File: config.mk
export PLATFORM = sky130hd
export DESIGN_NAME = audio_level_statistics_top
export DESIGN_NICKNAME = d
export VERILOG_FILES = /design/src/lvst_pkg.sv /design/src/lvst_cfg_regs.sv /design/src/lvst_front.sv /design/src/lvst_accum.sv /design/src/lvst_result.sv /design/src/audio_level_statistics_top.sv
export SDC_FILE = /design/constraint.sdc
export NUM_CORES = 2
export LEC_CHECK = 0
export BUFFER_PORTS_ARGS = -buffer_cell sky130_fd_sc_hd__clkbuf_2
export CELL_PAD_IN_SITES_DETAIL_PLACEMENT = 0
export CELL_PAD_IN_SITES_GLOBAL_PLACEMENT = 2
export CORE_AREA = 2 2 269 471
export CTS_CLUSTER_DIAMETER = 40
export DETAILED_ROUTE_END_ITERATION = 16
export DIE_AREA = 0 0 271 473
export GPL_TIMING_DRIVEN = 0
export PLACE_DENSITY = 0.79
export SYNTH_ARGS = -nofsm -noshare
export SYNTH_HDL_FRONTEND = slang
export SYNTH_SLANG_ARGS = --single-unit
File: constraint.sdc
create_clock -name clk -period 17.9 [get_ports clk]
set_input_delay 0 -clock clk [delete_from_list [all_inputs] [get_ports clk]]
set_output_delay 0 -clock clk [all_outputs]
set_load 0.01 [all_outputs]
File: src/lvst_pkg.sv
// Shared definitions for the audio level statistics meter.
// Holds default sizes, register indexes, reset levels and stage control types.
// No dependencies.
package lvst_pkg;

	localparam int COUNT_BITS_DEF  = 20;
	localparam int SAMPLE_BITS_DEF = 16;

	// configuration register indexes
	localparam int CFG_IDX_BITS = 2;
	localparam logic [CFG_IDX_BITS-1:0] CFG_HARD_CLIP  = 2'd0;
	localparam logic [CFG_IDX_BITS-1:0] CFG_SOFT_CLIP  = 2'd1;
	localparam logic [CFG_IDX_BITS-1:0] CFG_PEAK_FLOOR = 2'd2;
	localparam logic [CFG_IDX_BITS-1:0] CFG_WINDOW     = 2'd3;

	// reset levels in Q1.15 units: 0.99, 0.95 and 0.1 of full scale
	localparam int HARD_CLIP_RESET_Q15  = 32441;
	localparam int SOFT_CLIP_RESET_Q15  = 31130;
	localparam int PEAK_FLOOR_RESET_Q15 = 3276;
	localparam int WINDOW_RESET         = 8192;

	typedef struct packed {
		logic valid;
		logic last;
	} stage_ctl_t;

	// rescale a Q1.15 level to another sample width
	function automatic longint scale_q15(input longint v, input int bits);
		longint r;
		if (bits >= 16) begin
			r = v <<< (bits - 16);
		end else begin
			r = v >>> (16 - bits);
		end
		return r;
	endfunction

endpackage

File: src/lvst_cfg_regs.sv
// Configuration registers of the audio level statistics meter.
// Depends on lvst_pkg for register indexes and reset levels.
module lvst_cfg_regs #(
	parameter int COUNT_BITS  = lvst_pkg::COUNT_BITS_DEF,
	parameter int SAMPLE_BITS = lvst_pkg::SAMPLE_BITS_DEF
) (
	input  logic                                      clk,
	input  logic                                      arst_n,
	input  logic                                      cfg_we,
	input  logic [lvst_pkg::CFG_IDX_BITS-1:0]         cfg_index,
	input  logic [((COUNT_BITS > SAMPLE_BITS) ? COUNT_BITS : SAMPLE_BITS)-1:0] cfg_data,
	output logic [SAMPLE_BITS-1:0]                    hard_clip_level,
	output logic [SAMPLE_BITS-1:0]                    soft_clip_level,
	output logic [SAMPLE_BITS-2:0]                    peak_floor,
	output logic [COUNT_BITS-1:0]                     analysis_window
);
	import lvst_pkg::*;

	localparam longint WIN_MAX = (64'sd1 <<< COUNT_BITS) - 64'sd1;
	localparam logic [SAMPLE_BITS-1:0] HARD_RST =
		SAMPLE_BITS'(scale_q15(HARD_CLIP_RESET_Q15, SAMPLE_BITS));
	localparam logic [SAMPLE_BITS-1:0] SOFT_RST =
		SAMPLE_BITS'(scale_q15(SOFT_CLIP_RESET_Q15, SAMPLE_BITS));
	localparam logic [SAMPLE_BITS-2:0] FLOOR_RST =
		(SAMPLE_BITS-1)'(scale_q15(PEAK_FLOOR_RESET_Q15, SAMPLE_BITS));
	localparam logic [COUNT_BITS-1:0] WIN_RST =
		COUNT_BITS'((WINDOW_RESET < WIN_MAX) ? longint'(WINDOW_RESET) : WIN_MAX);

	logic [SAMPLE_BITS-1:0] hard_q;
	logic [SAMPLE_BITS-1:0] soft_q;
	logic [SAMPLE_BITS-2:0] floor_q;
	logic [COUNT_BITS-1:0]  window_q;

	always_ff @(posedge clk or negedge arst_n) begin
		if (!arst_n) begin
			hard_q   <= HARD_RST;
			soft_q   <= SOFT_RST;
			floor_q  <= FLOOR_RST;
			window_q <= WIN_RST;
		end else if (cfg_we) begin
			case (cfg_index)
				CFG_HARD_CLIP:  hard_q   <= cfg_data[SAMPLE_BITS-1:0];
				CFG_SOFT_CLIP:  soft_q   <= cfg_data[SAMPLE_BITS-1:0];
				CFG_PEAK_FLOOR: floor_q  <= cfg_data[SAMPLE_BITS-2:0];
				CFG_WINDOW:     window_q <= cfg_data[COUNT_BITS-1:0];
				default: ;
			endcase
		end
	end

	assign hard_clip_level = hard_q;
	assign soft_clip_level = soft_q;
	assign peak_floor      = floor_q;
	assign analysis_window = window_q;

endmodule

File: src/lvst_front.sv
// Input stage of the audio level statistics meter: takes a word, forms
// its magnitude and square, and holds them for the accumulators. Uses lvst_pkg.
module lvst_front #(
	parameter int SAMPLE_BITS = lvst_pkg::SAMPLE_BITS_DEF
) (
	input  logic                         clk,
	input  logic                         arst_n,
	input  logic signed [SAMPLE_BITS-1:0] sample,
	input  logic                         last,
	input  logic                         in_valid,
	output logic                         in_stall,
	input  logic                         out_free,
	output lvst_pkg::stage_ctl_t         ctl_s1,
	output logic                         take,
	output logic signed [SAMPLE_BITS-1:0] sample_s1,
	output logic [SAMPLE_BITS-1:0]       mag_s1,
	output logic [2*SAMPLE_BITS-2:0]     square_s1
);
	import lvst_pkg::*;

	logic                     load;
	logic [SAMPLE_BITS-1:0]   mag;
	logic [2*SAMPLE_BITS-1:0] square_full;

	// a non-last word always drains; a last word needs the result register
	assign take     = ctl_s1.valid && (!ctl_s1.last || out_free);
	assign in_stall = ctl_s1.valid && !take;
	assign load     = in_valid && !in_stall;

	assign mag         = sample[SAMPLE_BITS-1] ? (~sample + 1'b1) : sample;
	assign square_full = {{SAMPLE_BITS{1'b0}}, mag} * {{SAMPLE_BITS{1'b0}}, mag};

	always_ff @(posedge clk or negedge arst_n) begin
		if (!arst_n) begin
			ctl_s1 <= '0;
		end else if (load) begin
			ctl_s1.valid <= 1'b1;
			ctl_s1.last  <= last;
		end else if (take) begin
			ctl_s1.valid <= 1'b0;
		end
	end

	always_ff @(posedge clk) begin
		if (load) begin
			sample_s1 <= sample;
			mag_s1    <= mag;
			square_s1 <= square_full[2*SAMPLE_BITS-2:0];
		end
	end

endmodule

File: src/lvst_accum.sv
// Saturating accumulators of the audio level statistics meter.
// Updates all statistics once per taken word and clears them on a last word; uses lvst_pkg.
module lvst_accum #(
	parameter int COUNT_BITS  = lvst_pkg::COUNT_BITS_DEF,
	parameter int SAMPLE_BITS = lvst_pkg::SAMPLE_BITS_DEF
) (
	input  logic                                         clk,
	input  logic                                         arst_n,
	input  logic                                         take,
	input  lvst_pkg::stage_ctl_t                         ctl_s1,
	input  logic signed [SAMPLE_BITS-1:0]                sample_s1,
	input  logic [SAMPLE_BITS-1:0]                       mag_s1,
	input  logic [2*SAMPLE_BITS-2:0]                     square_s1,
	input  logic [SAMPLE_BITS-1:0]                       hard_clip_level,
	input  logic [SAMPLE_BITS-1:0]                       soft_clip_level,
	input  logic [SAMPLE_BITS-2:0]                       peak_floor,
	input  logic [COUNT_BITS-1:0]                        analysis_window,
	output logic                                         emit,
	output logic [COUNT_BITS-1:0]                        count_n,
	output logic [SAMPLE_BITS-1:0]                       peak_n,
	output logic signed [SAMPLE_BITS-1:0]                min_n,
	output logic [COUNT_BITS+2*SAMPLE_BITS-3:0]          square_n,
	output logic signed [COUNT_BITS+SAMPLE_BITS-1:0]     sum_n,
	output logic [COUNT_BITS-1:0]                        hard_n,
	output logic [COUNT_BITS-1:0]                        soft_n,
	output logic [COUNT_BITS-1:0]                        crossing_n,
	output logic [COUNT_BITS-1:0]                        maxima_n,
	output logic [COUNT_BITS+SAMPLE_BITS-2:0]            maxima_sum_n
);
	import lvst_pkg::*;

	localparam int SQ_W  = COUNT_BITS + 2*SAMPLE_BITS - 2;
	localparam int SUM_W = COUNT_BITS + SAMPLE_BITS;
	localparam int PK_W  = COUNT_BITS + SAMPLE_BITS - 1;

	localparam logic [COUNT_BITS-1:0] COUNT_MAX = '1;
	localparam logic [SQ_W-1:0] SQ_LIMIT =
		{{COUNT_BITS{1'b1}}, {(2*SAMPLE_BITS-2){1'b0}}};
	localparam logic [PK_W-1:0] SUM_MAG = {{COUNT_BITS{1'b1}}, {(SAMPLE_BITS-1){1'b0}}};
	localparam logic [PK_W-1:0] PK_LIMIT =
		SUM_MAG - {{(SAMPLE_BITS-1){1'b0}}, {COUNT_BITS{1'b1}}};
	localparam logic [SUM_W:0] SUM_HI = {2'b00, PK_LIMIT};
	localparam logic [SUM_W:0] SUM_LO = ~{2'b00, SUM_MAG} + (SUM_W+1)'(1);

	logic [COUNT_BITS-1:0]          count_q;
	logic [SAMPLE_BITS-1:0]         peak_q;
	logic signed [SAMPLE_BITS-1:0]  min_q;
	logic [SQ_W-1:0]                square_q;
	logic signed [SUM_W-1:0]        sum_q;
	logic [COUNT_BITS-1:0]          hard_q;
	logic [COUNT_BITS-1:0]          soft_q;
	logic [COUNT_BITS-1:0]          crossing_q;
	logic signed [SAMPLE_BITS-1:0]  prior_q;
	logic signed [SAMPLE_BITS-1:0]  older_q;
	logic [COUNT_BITS-1:0]          maxima_q;
	logic [PK_W-1:0]                maxima_sum_q;

	logic [SQ_W:0]          sq_wide;
	logic signed [SUM_W:0]  sum_wide;
	logic [PK_W:0]          pk_wide;
	logic                   hard_hit;
	logic                   soft_hit;
	logic                   in_window;
	logic                   crossing_hit;
	logic                   maximum_hit;

	assign emit = take && ctl_s1.last;

	always_comb begin
		count_n = (count_q != COUNT_MAX) ? count_q + 1'b1 : count_q;
		peak_n  = (mag_s1 > peak_q) ? mag_s1 : peak_q;
		min_n   = (sample_s1 < min_q) ? sample_s1 : min_q;

		sq_wide  = {1'b0, square_q} + (SQ_W+1)'(square_s1);
		square_n = (sq_wide > {1'b0, SQ_LIMIT}) ? SQ_LIMIT : sq_wide[SQ_W-1:0];

		sum_wide = {sum_q[SUM_W-1], sum_q}
			+ $signed({{(COUNT_BITS+1){sample_s1[SAMPLE_BITS-1]}}, sample_s1});
		if (sum_wide > $signed(SUM_HI)) begin
			sum_n = SUM_HI[SUM_W-1:0];
		end else if (sum_wide < $signed(SUM_LO)) begin
			sum_n = SUM_LO[SUM_W-1:0];
		end else begin
			sum_n = sum_wide[SUM_W-1:0];
		end

		// hard clip takes precedence over soft clip
		hard_hit = (mag_s1 >= hard_clip_level);
		soft_hit = !hard_hit && (mag_s1 >= soft_clip_level);
		hard_n = (hard_hit && hard_q != COUNT_MAX) ? hard_q + 1'b1 : hard_q;
		soft_n = (soft_hit && soft_q != COUNT_MAX) ? soft_q + 1'b1 : soft_q;

		in_window    = (count_q < analysis_window);
		crossing_hit = in_window && (count_q != '0)
			&& ((prior_q > 0 && sample_s1 < 0) || (prior_q < 0 && sample_s1 > 0));
		maximum_hit  = in_window && (count_q > COUNT_BITS'(1))
			&& (prior_q > older_q) && (prior_q > sample_s1)
			&& (prior_q > $signed({1'b0, peak_floor}));

		crossing_n = (crossing_hit && crossing_q != COUNT_MAX) ? crossing_q + 1'b1 : crossing_q;
		maxima_n   = (maximum_hit && maxima_q != COUNT_MAX) ? maxima_q + 1'b1 : maxima_q;

		pk_wide = {1'b0, maxima_sum_q} + (PK_W+1)'(prior_q[SAMPLE_BITS-2:0]);
		if (!maximum_hit) begin
			maxima_sum_n = maxima_sum_q;
		end else if (pk_wide > {1'b0, PK_LIMIT}) begin
			maxima_sum_n = PK_LIMIT;
		end else begin
			maxima_sum_n = pk_wide[PK_W-1:0];
		end
	end

	always_ff @(posedge clk or negedge arst_n) begin
		if (!arst_n) begin
			count_q      <= '0;
			peak_q       <= '0;
			min_q        <= '0;
			square_q     <= '0;
			sum_q        <= '0;
			hard_q       <= '0;
			soft_q       <= '0;
			crossing_q   <= '0;
			prior_q      <= '0;
			older_q      <= '0;
			maxima_q     <= '0;
			maxima_sum_q <= '0;
		end else if (take) begin
			if (ctl_s1.last) begin
				count_q      <= '0;
				peak_q       <= '0;
				min_q        <= '0;
				square_q     <= '0;
				sum_q        <= '0;
				hard_q       <= '0;
				soft_q       <= '0;
				crossing_q   <= '0;
				prior_q      <= '0;
				older_q      <= '0;
				maxima_q     <= '0;
				maxima_sum_q <= '0;
			end else begin
				count_q      <= count_n;
				peak_q       <= peak_n;
				min_q        <= min_n;
				square_q     <= square_n;
				sum_q        <= sum_n;
				hard_q       <= hard_n;
				soft_q       <= soft_n;
				crossing_q   <= crossing_n;
				prior_q      <= sample_s1;
				older_q      <= prior_q;
				maxima_q     <= maxima_n;
				maxima_sum_q <= maxima_sum_n;
			end
		end
	end

endmodule

File: src/lvst_result.sv
// Result register of the audio level statistics meter.
// Captures the final statistics and holds them until taken; uses lvst_pkg.
module lvst_result #(
	parameter int COUNT_BITS  = lvst_pkg::COUNT_BITS_DEF,
	parameter int SAMPLE_BITS = lvst_pkg::SAMPLE_BITS_DEF
) (
	input  logic                                     clk,
	input  logic                                     arst_n,
	input  logic                                     emit,
	output logic                                     out_free,
	input  logic [COUNT_BITS-1:0]                    count_n,
	input  logic [SAMPLE_BITS-1:0]                   peak_n,
	input  logic signed [SAMPLE_BITS-1:0]            min_n,
	input  logic [COUNT_BITS+2*SAMPLE_BITS-3:0]      square_n,
	input  logic signed [COUNT_BITS+SAMPLE_BITS-1:0] sum_n,
	input  logic [COUNT_BITS-1:0]                    hard_n,
	input  logic [COUNT_BITS-1:0]                    soft_n,
	input  logic [COUNT_BITS-1:0]                    crossing_n,
	input  logic [COUNT_BITS-1:0]                    maxima_n,
	input  logic [COUNT_BITS+SAMPLE_BITS-2:0]        maxima_sum_n,
	output logic                                     out_valid,
	input  logic                                     out_stall,
	output logic [COUNT_BITS-1:0]                    sample_count,
	output logic [SAMPLE_BITS-1:0]                   peak_magnitude,
	output logic signed [SAMPLE_BITS-1:0]            minimum,
	output logic [COUNT_BITS+2*SAMPLE_BITS-3:0]      sum_of_squares,
	output logic signed [COUNT_BITS+SAMPLE_BITS-1:0] sample_sum,
	output logic [COUNT_BITS-1:0]                    hard_clips,
	output logic [COUNT_BITS-1:0]                    soft_clips,
	output logic [COUNT_BITS-1:0]                    zero_crossings,
	output logic [COUNT_BITS-1:0]                    local_peaks,
	output logic [COUNT_BITS+SAMPLE_BITS-2:0]        local_peak_sum
);
	import lvst_pkg::*;

	logic out_valid_q;

	assign out_free  = !out_valid_q || !out_stall;
	assign out_valid = out_valid_q;

	always_ff @(posedge clk or negedge arst_n) begin
		if (!arst_n) begin
			out_valid_q <= 1'b0;
		end else if (out_free) begin
			out_valid_q <= emit;
		end
	end

	always_ff @(posedge clk) begin
		if (emit && out_free) begin
			sample_count   <= count_n;
			peak_magnitude <= peak_n;
			minimum        <= min_n;
			sum_of_squares <= square_n;
			sample_sum     <= sum_n;
			hard_clips     <= hard_n;
			soft_clips     <= soft_n;
			zero_crossings <= crossing_n;
			local_peaks    <= maxima_n;
			local_peak_sum <= maxima_sum_n;
		end
	end

endmodule

File: src/audio_level_statistics_top.sv
// Top level of the audio level statistics meter.
// Instantiates lvst_cfg_regs, lvst_front, lvst_accum and lvst_result; uses lvst_pkg.
//
// Usage:
//   Feed signed Q1.15 samples on the input channel (sample, last, in_valid,
//   in_stall). A word is taken at a clock edge with in_valid high and
//   in_stall low. Statistics gather over every word until one flagged last;
//   that word is included, one result word appears on the output channel
//   and all statistics clear for the next measurement.
//   Throughput: one word per cycle while in_stall is low. A last word
//   shows its result on out_valid once it has passed the path: the input
//   register (magnitude and square from one multiplier), then the
//   accumulator update feeding the result register.
//   Stall: while a result waits under out_stall, non-last words keep
//   flowing into the next measurement; only a following last word holds
//   in the input register, and in_stall rises once that register is full.
//   Reset: clears all statistics and the valid flags and loads the default
//   thresholds (0.99 and 0.95 clip levels, 0.1 peak floor, 8192-word window).
//   Configuration: write register index and data with cfg_we while idle.
module audio_level_statistics_top #(
	parameter int COUNT_BITS  = lvst_pkg::COUNT_BITS_DEF,
	parameter int SAMPLE_BITS = lvst_pkg::SAMPLE_BITS_DEF
) (
	input  logic                                     clk,
	input  logic                                     arst_n,
	input  logic                                     cfg_we,
	input  logic [lvst_pkg::CFG_IDX_BITS-1:0]        cfg_index,
	input  logic [((COUNT_BITS > SAMPLE_BITS) ? COUNT_BITS : SAMPLE_BITS)-1:0] cfg_data,
	input  logic signed [SAMPLE_BITS-1:0]            sample,
	input  logic                                     last,
	input  logic                                     in_valid,
	output logic                                     in_stall,
	output logic                                     out_valid,
	input  logic                                     out_stall,
	output logic [COUNT_BITS-1:0]                    sample_count,
	output logic [SAMPLE_BITS-1:0]                   peak_magnitude,
	output logic signed [SAMPLE_BITS-1:0]            minimum,
	output logic [COUNT_BITS+2*SAMPLE_BITS-3:0]      sum_of_squares,
	output logic signed [COUNT_BITS+SAMPLE_BITS-1:0] sample_sum,
	output logic [COUNT_BITS-1:0]                    hard_clips,
	output logic [COUNT_BITS-1:0]                    soft_clips,
	output logic [COUNT_BITS-1:0]                    zero_crossings,
	output logic [COUNT_BITS-1:0]                    local_peaks,
	output logic [COUNT_BITS+SAMPLE_BITS-2:0]        local_peak_sum
);
	import lvst_pkg::*;

	// threshold registers
	logic [SAMPLE_BITS-1:0] hard_clip_level;
	logic [SAMPLE_BITS-1:0] soft_clip_level;
	logic [SAMPLE_BITS-2:0] peak_floor;
	logic [COUNT_BITS-1:0]  analysis_window;

	// input stage to accumulators
	stage_ctl_t                    ctl_s1;
	logic                          take;
	logic                          out_free;
	logic signed [SAMPLE_BITS-1:0] sample_s1;
	logic [SAMPLE_BITS-1:0]        mag_s1;
	logic [2*SAMPLE_BITS-2:0]      square_s1;

	// next statistics, captured by the result register on a last word
	logic                                     emit;
	logic [COUNT_BITS-1:0]                    count_n;
	logic [SAMPLE_BITS-1:0]                   peak_n;
	logic signed [SAMPLE_BITS-1:0]            min_n;
	logic [COUNT_BITS+2*SAMPLE_BITS-3:0]      square_n;
	logic signed [COUNT_BITS+SAMPLE_BITS-1:0] sum_n;
	logic [COUNT_BITS-1:0]                    hard_n;
	logic [COUNT_BITS-1:0]                    soft_n;
	logic [COUNT_BITS-1:0]                    crossing_n;
	logic [COUNT_BITS-1:0]                    maxima_n;
	logic [COUNT_BITS+SAMPLE_BITS-2:0]        maxima_sum_n;

	lvst_cfg_regs #(
		.COUNT_BITS  (COUNT_BITS),
		.SAMPLE_BITS (SAMPLE_BITS)
	) u_cfg (
		.clk             (clk),
		.arst_n          (arst_n),
		.cfg_we          (cfg_we),
		.cfg_index       (cfg_index),
		.cfg_data        (cfg_data),
		.hard_clip_level (hard_clip_level),
		.soft_clip_level (soft_clip_level),
		.peak_floor      (peak_floor),
		.analysis_window (analysis_window)
	);

	// take the word, form magnitude and square
	lvst_front #(
		.SAMPLE_BITS (SAMPLE_BITS)
	) u_front (
		.clk       (clk),
		.arst_n    (arst_n),
		.sample    (sample),
		.last      (last),
		.in_valid  (in_valid),
		.in_stall  (in_stall),
		.out_free  (out_free),
		.ctl_s1    (ctl_s1),
		.take      (take),
		.sample_s1 (sample_s1),
		.mag_s1    (mag_s1),
		.square_s1 (square_s1)
	);

	// advance every statistic, clear after a last word
	lvst_accum #(
		.COUNT_BITS  (COUNT_BITS),
		.SAMPLE_BITS (SAMPLE_BITS)
	) u_accum (
		.clk             (clk),
		.arst_n          (arst_n),
		.take            (take),
		.ctl_s1          (ctl_s1),
		.sample_s1       (sample_s1),
		.mag_s1          (mag_s1),
		.square_s1       (square_s1),
		.hard_clip_level (hard_clip_level),
		.soft_clip_level (soft_clip_level),
		.peak_floor      (peak_floor),
		.analysis_window (analysis_window),
		.emit            (emit),
		.count_n         (count_n),
		.peak_n          (peak_n),
		.min_n           (min_n),
		.square_n        (square_n),
		.sum_n           (sum_n),
		.hard_n          (hard_n),
		.soft_n          (soft_n),
		.crossing_n      (crossing_n),
		.maxima_n        (maxima_n),
		.maxima_sum_n    (maxima_sum_n)
	);

	// hold the finished result until the receiver takes it
	lvst_result #(
		.COUNT_BITS  (COUNT_BITS),
		.SAMPLE_BITS (SAMPLE_BITS)
	) u_result (
		.clk            (clk),
		.arst_n         (arst_n),
		.emit           (emit),
		.out_free       (out_free),
		.count_n        (count_n),
		.peak_n         (peak_n),
		.min_n          (min_n),
		.square_n       (square_n),
		.sum_n          (sum_n),
		.hard_n         (hard_n),
		.soft_n         (soft_n),
		.crossing_n     (crossing_n),
		.maxima_n       (maxima_n),
		.maxima_sum_n   (maxima_sum_n),
		.out_valid      (out_valid),
		.out_stall      (out_stall),
		.sample_count   (sample_count),
		.peak_magnitude (peak_magnitude),
		.minimum        (minimum),
		.sum_of_squares (sum_of_squares),
		.sample_sum     (sample_sum),
		.hard_clips     (hard_clips),
		.soft_clips     (soft_clips),
		.zero_crossings (zero_crossings),
		.local_peaks    (local_peaks),
		.local_peak_sum (local_peak_sum)
	);

endmodule
==> impl_metrics.yaml <==
sta:
  hold_viol_final: 0
  rsz0062_at_grt: "no"
  timing.final.crit_share_pct: 55.76
  period_needed_ns: 9.981
  slew_violations: 0
  finalSetupViolations: 0
  finalSetupTns_ns: 0
  max_freq_mhz: 100.2
  tightest_slew_ns: 1.433
  maxSlewHeadroom_pct: 4.462
  skew_ns: 0.03118
critical_path:
  crit_type: "input port to flip-flop"
  critPathSlowestCell: "xor2_1"
  endpoint_kind: "flip-flop"
  critPathMaxFanout: 11
  cp_slowest_stage_delay_ns: 0.93
  worstPathArrival_ns: 10.42
  critPathMostFrequentCell: "fa_1"
  worst_ep_required_time_ns: 18.34
  critPathLaunchType: "input port"
layout:
  num-fill-cells: 12320
  drive_gt1_share_pct: 13.11
  post-route-util_pct: 40.79
  areaGrowthSynthToFinish_pct: 17.35
  nets: 5308
logic_synthesis:
  synth-seq-area-share_pct: 42.29
  async_flop_share_pct: 53.14
  syn_area_per_cell_um2: 10.04
  synthSimpleGateAreaFrac_pct: 13.01
  synth-edff-count: 313
  synth.area.mux_share_pct: 2.042
  syn_inst: 4315
  synth_top_family_by_area: "adder cells"
  synth-compound-area-share_pct: 15.57
  synth_ff_type: "dfrtp_1"
  ys.warnings.count: 0
  synth_xor_area_share_pct: 4.711
  synth_area_leaders: "edfxtp_1 (22%), dfrtp_1 (19%), ha_1 (9.1%), fa_1 (7.7%), nand2_1 (3.8%)"
  syn_area_mm2: 0.04332
  yosysTopAreaCellShare_pct: 21.70
  synth-seq-cells: 668
  synth_adder_area_share_pct: 16.79
  synth_area_leader_cell: "edfxtp_1"
  synth.distinct_cells: 100
floorplan:
  rows: 172
  core_mm2: 0.1246
  fp.dieArea_mm2: 0.1282
  die_h_um: 473
  start_util_pct: 34.76
  die_w_um: 271
  ios: 299
drt:
  viasPerCell: 5.357
  drt_iter0_markers: 2453
  finalWirelength_um: 150100
  wire_per_inst_um: 23.04
  drt_first_pass_iters: 6
  num_vias: 34890
  drtAntennaViolNets: 0
  drc: 0
clocking:
  clkTransAtPathRegs_ns: 0.06
  cts.path.max_buffers: 3
  cts_setup_buffers: 0
  clk_latency_ns: 0.71
  cts_resized: 0
  cts_root_buf: "clkbuf_16"
  cts_buffers: 89
  cts_sinks: 668
  cts_tree: "done"
  htreeDepth: 3
flow_run:
  drv_cap: 0
grt:
  grt_overflow: 0
  track_usage_pct: 23.40
  grt_max_degree: 116
  antenna_found_initial: 3
  grt_pass1_vias: 36320
  grt_first_pass_wirelength_um: 225700
placement:
  dpl.hpwl_um: 115700
  io_buffer_count: 298
  gp_congestion: 0.9096
power_and_ir_drop:
  swShare_pct: 45.24
  leakage_nw: 22.48
  internal_power_mw: 5.334
  power.density_mw_per_mm2: 191.6
  p_comb_share_pct: 56.5
  clkPwrFrac_pct: 18.9
  p_sw_mw: 4.407
  ir_drop_uv: 202.6
  seqPwrFrac_pct: 24.7
outcome:
  status: "complete, no violations"
hold_path:
  hold_path.class: "input port to flip-flop"
worst max-delay path, delay by kind of cell:
family / cells / cell delay (ns)
buffers and inverters: 8 / 2.65
and+or+nand+nor: 3 / 0.60
adders and majority gates: 8 / 3.73
xor gates and xnor gates: 2 / 1.04
AOI/OAI and AO/OA: 11 / 2.37
registers in the layout (all words and copies together), names as in the netlist, 20 cells and up:
signal                   cells
u_cfg.analysis_window       20
u_accum.maxima_q            20
u_accum.maxima_sum_q        35
u_result.local_peak_sum     35
u_accum.sum_q               36
u_result.sample_sum         36
u_result.local_peaks        20
u_result.sum_of_squares     50
u_accum.square_q            50
u_accum.crossing_q          20
u_front.square_s1           30
u_accum.hard_q              20
u_result.sample_count       20
u_result.zero_crossings     20
u_result.hard_clips         20
u_accum.count_q             20
u_accum.soft_q              20
u_result.soft_clips         20
worst paths after layout:
check	start	endpoint	slack (ns)	cells past startpoint
hold / removal	cfg_data[18]	u_cfg.analysis_window[18]	0.09	3
setup reg to reg	u_front.square_s1[0]	u_result.soft_clips[4]	11.82	17
setup / recovery	sample[0]	u_front.square_s1[27]	7.92	32
hold reg to reg	u_accum.square_q[12]	u_accum.square_q[12]	0.49	2
min in group asynchronous	arst_n	u_cfg.soft_clip_level[8]	0.50	3
max in group asynchronous	arst_n	u_accum.square_q[40]	15.95	6
power by group through the flow:
stage | Sequential [mW] | Combinational (mW) | Clock, mW
final | 2.40 | 5.50 | 1.84
after global routing | 2.43 | 6.24 | 1.94
after floorplan | 2.38 | 3.86 | 0
after CTS | 2.40 | 5.55 | 1.88
after global placement | 2.45 | 5.45 | 0
after detailed placement | 2.43 | 5.46 | 0
layout make-up:
class                   count  area (µm²)  area share (%)
diodes                      1       2.502        0.004923
plain buffers             194       787.0           1.548
clock buffers             101        2323           4.571
clock inverters            67       742.0           1.460
inverters                 434        1637           3.220
multi-input cells        3028       22620           44.50
flip-flops and latches    668       18320           36.03
well taps                1653        2068           4.069
repair buffers            368        2333           4.591
synth_stat cells, drive strengths merged (29+ instances only):
library cell    n
a21oi         204
edfxtp        313
o31ai          76
mux2           75
xor2           80
ha            314
clkbuf        153
and2           29
nand3         112
xnor2         153
o21ai         352
fa            167
a22o           63
and3           70
buf            41
a31oi          44
nor3           78
nand2         441
a21o           88
nor2          214
inv           429
dfrtp         328
nand4          69
nor4           39
cell families after synthesis:
family / after synthesis
other: 2
buffers and inverters: 628
flip-flops: 668
adder cells (fa/ha/maj): 481
multiplexers: 79
XOR/XNOR: 233
AND/OR/NAND/NOR: 1176
AO/OA/AOI/OAI: 1048
cell usage in the layout, fill, tap and decap left out, drive strengths merged, types with 22 or more instances in the layout:
cell / netlist / routed
a22o: 63 / 63
and3: 70 / 70
nor2: 214 / 214
xnor2: 153 / 153
nand4: 69 / 69
o21a: 26 / 26
o21ai: 352 / 352
a31oi: 44 / 44
dfstp: 27 / 27
nand2b: 22 / 22
edfxtp: 313 / 313
ha: 314 / 314
a21o: 88 / 88
nor4: 39 / 39
o31ai: 76 / 76
nand2: 441 / 441
nand3: 112 / 112
buf: 41 / 49
dlygate4sd3: 0 / 61
a21oi: 204 / 204
mux2: 75 / 75
xor2: 80 / 80
a211oi: 22 / 22
and2: 29 / 29
inv: 429 / 458
dfrtp: 328 / 328
clkinv: 5 / 33
fa: 167 / 167
nor3: 78 / 78
clkbuf: 153 / 552
routing by layer:
layer | GRT usage [%] | part of all wire [%] | up-vias
met5 | 0 | 0.011 | -
met4 | 10.71 | 4.6 | 2
met3 | 2.672 | 4.0 | 289
met2 | 43.65 | 53 | 980
met1 | 26.44 | 39 | 17320
li1 | - | - | 16310
metrics by stage:
stage	power, mW	worst slack [ns]	instances	hold slack, ns	instance area, µm²
4_1_cts	9.832	7.896	6513	0.03645	50830
2_1_floorplan	6.243	9.945	4324	-0.2956	43350
3_5_place_dp	7.891	7.764	6283	0.01034	47130
3_3_place_gp	7.890	6.549	6275	0.2399	46910
5_1_grt	10.61	7.265	6514	0.08840	50830
6_report	9.741	7.919	6514	0.08709	50830
timing repair:
action,4_1_cts,5_1_grt
hold buffers,62,0
endpoints found under the hold margin,296,0
endpoints found under the setup margin,0,0
(Power assumes the default switching activity.)
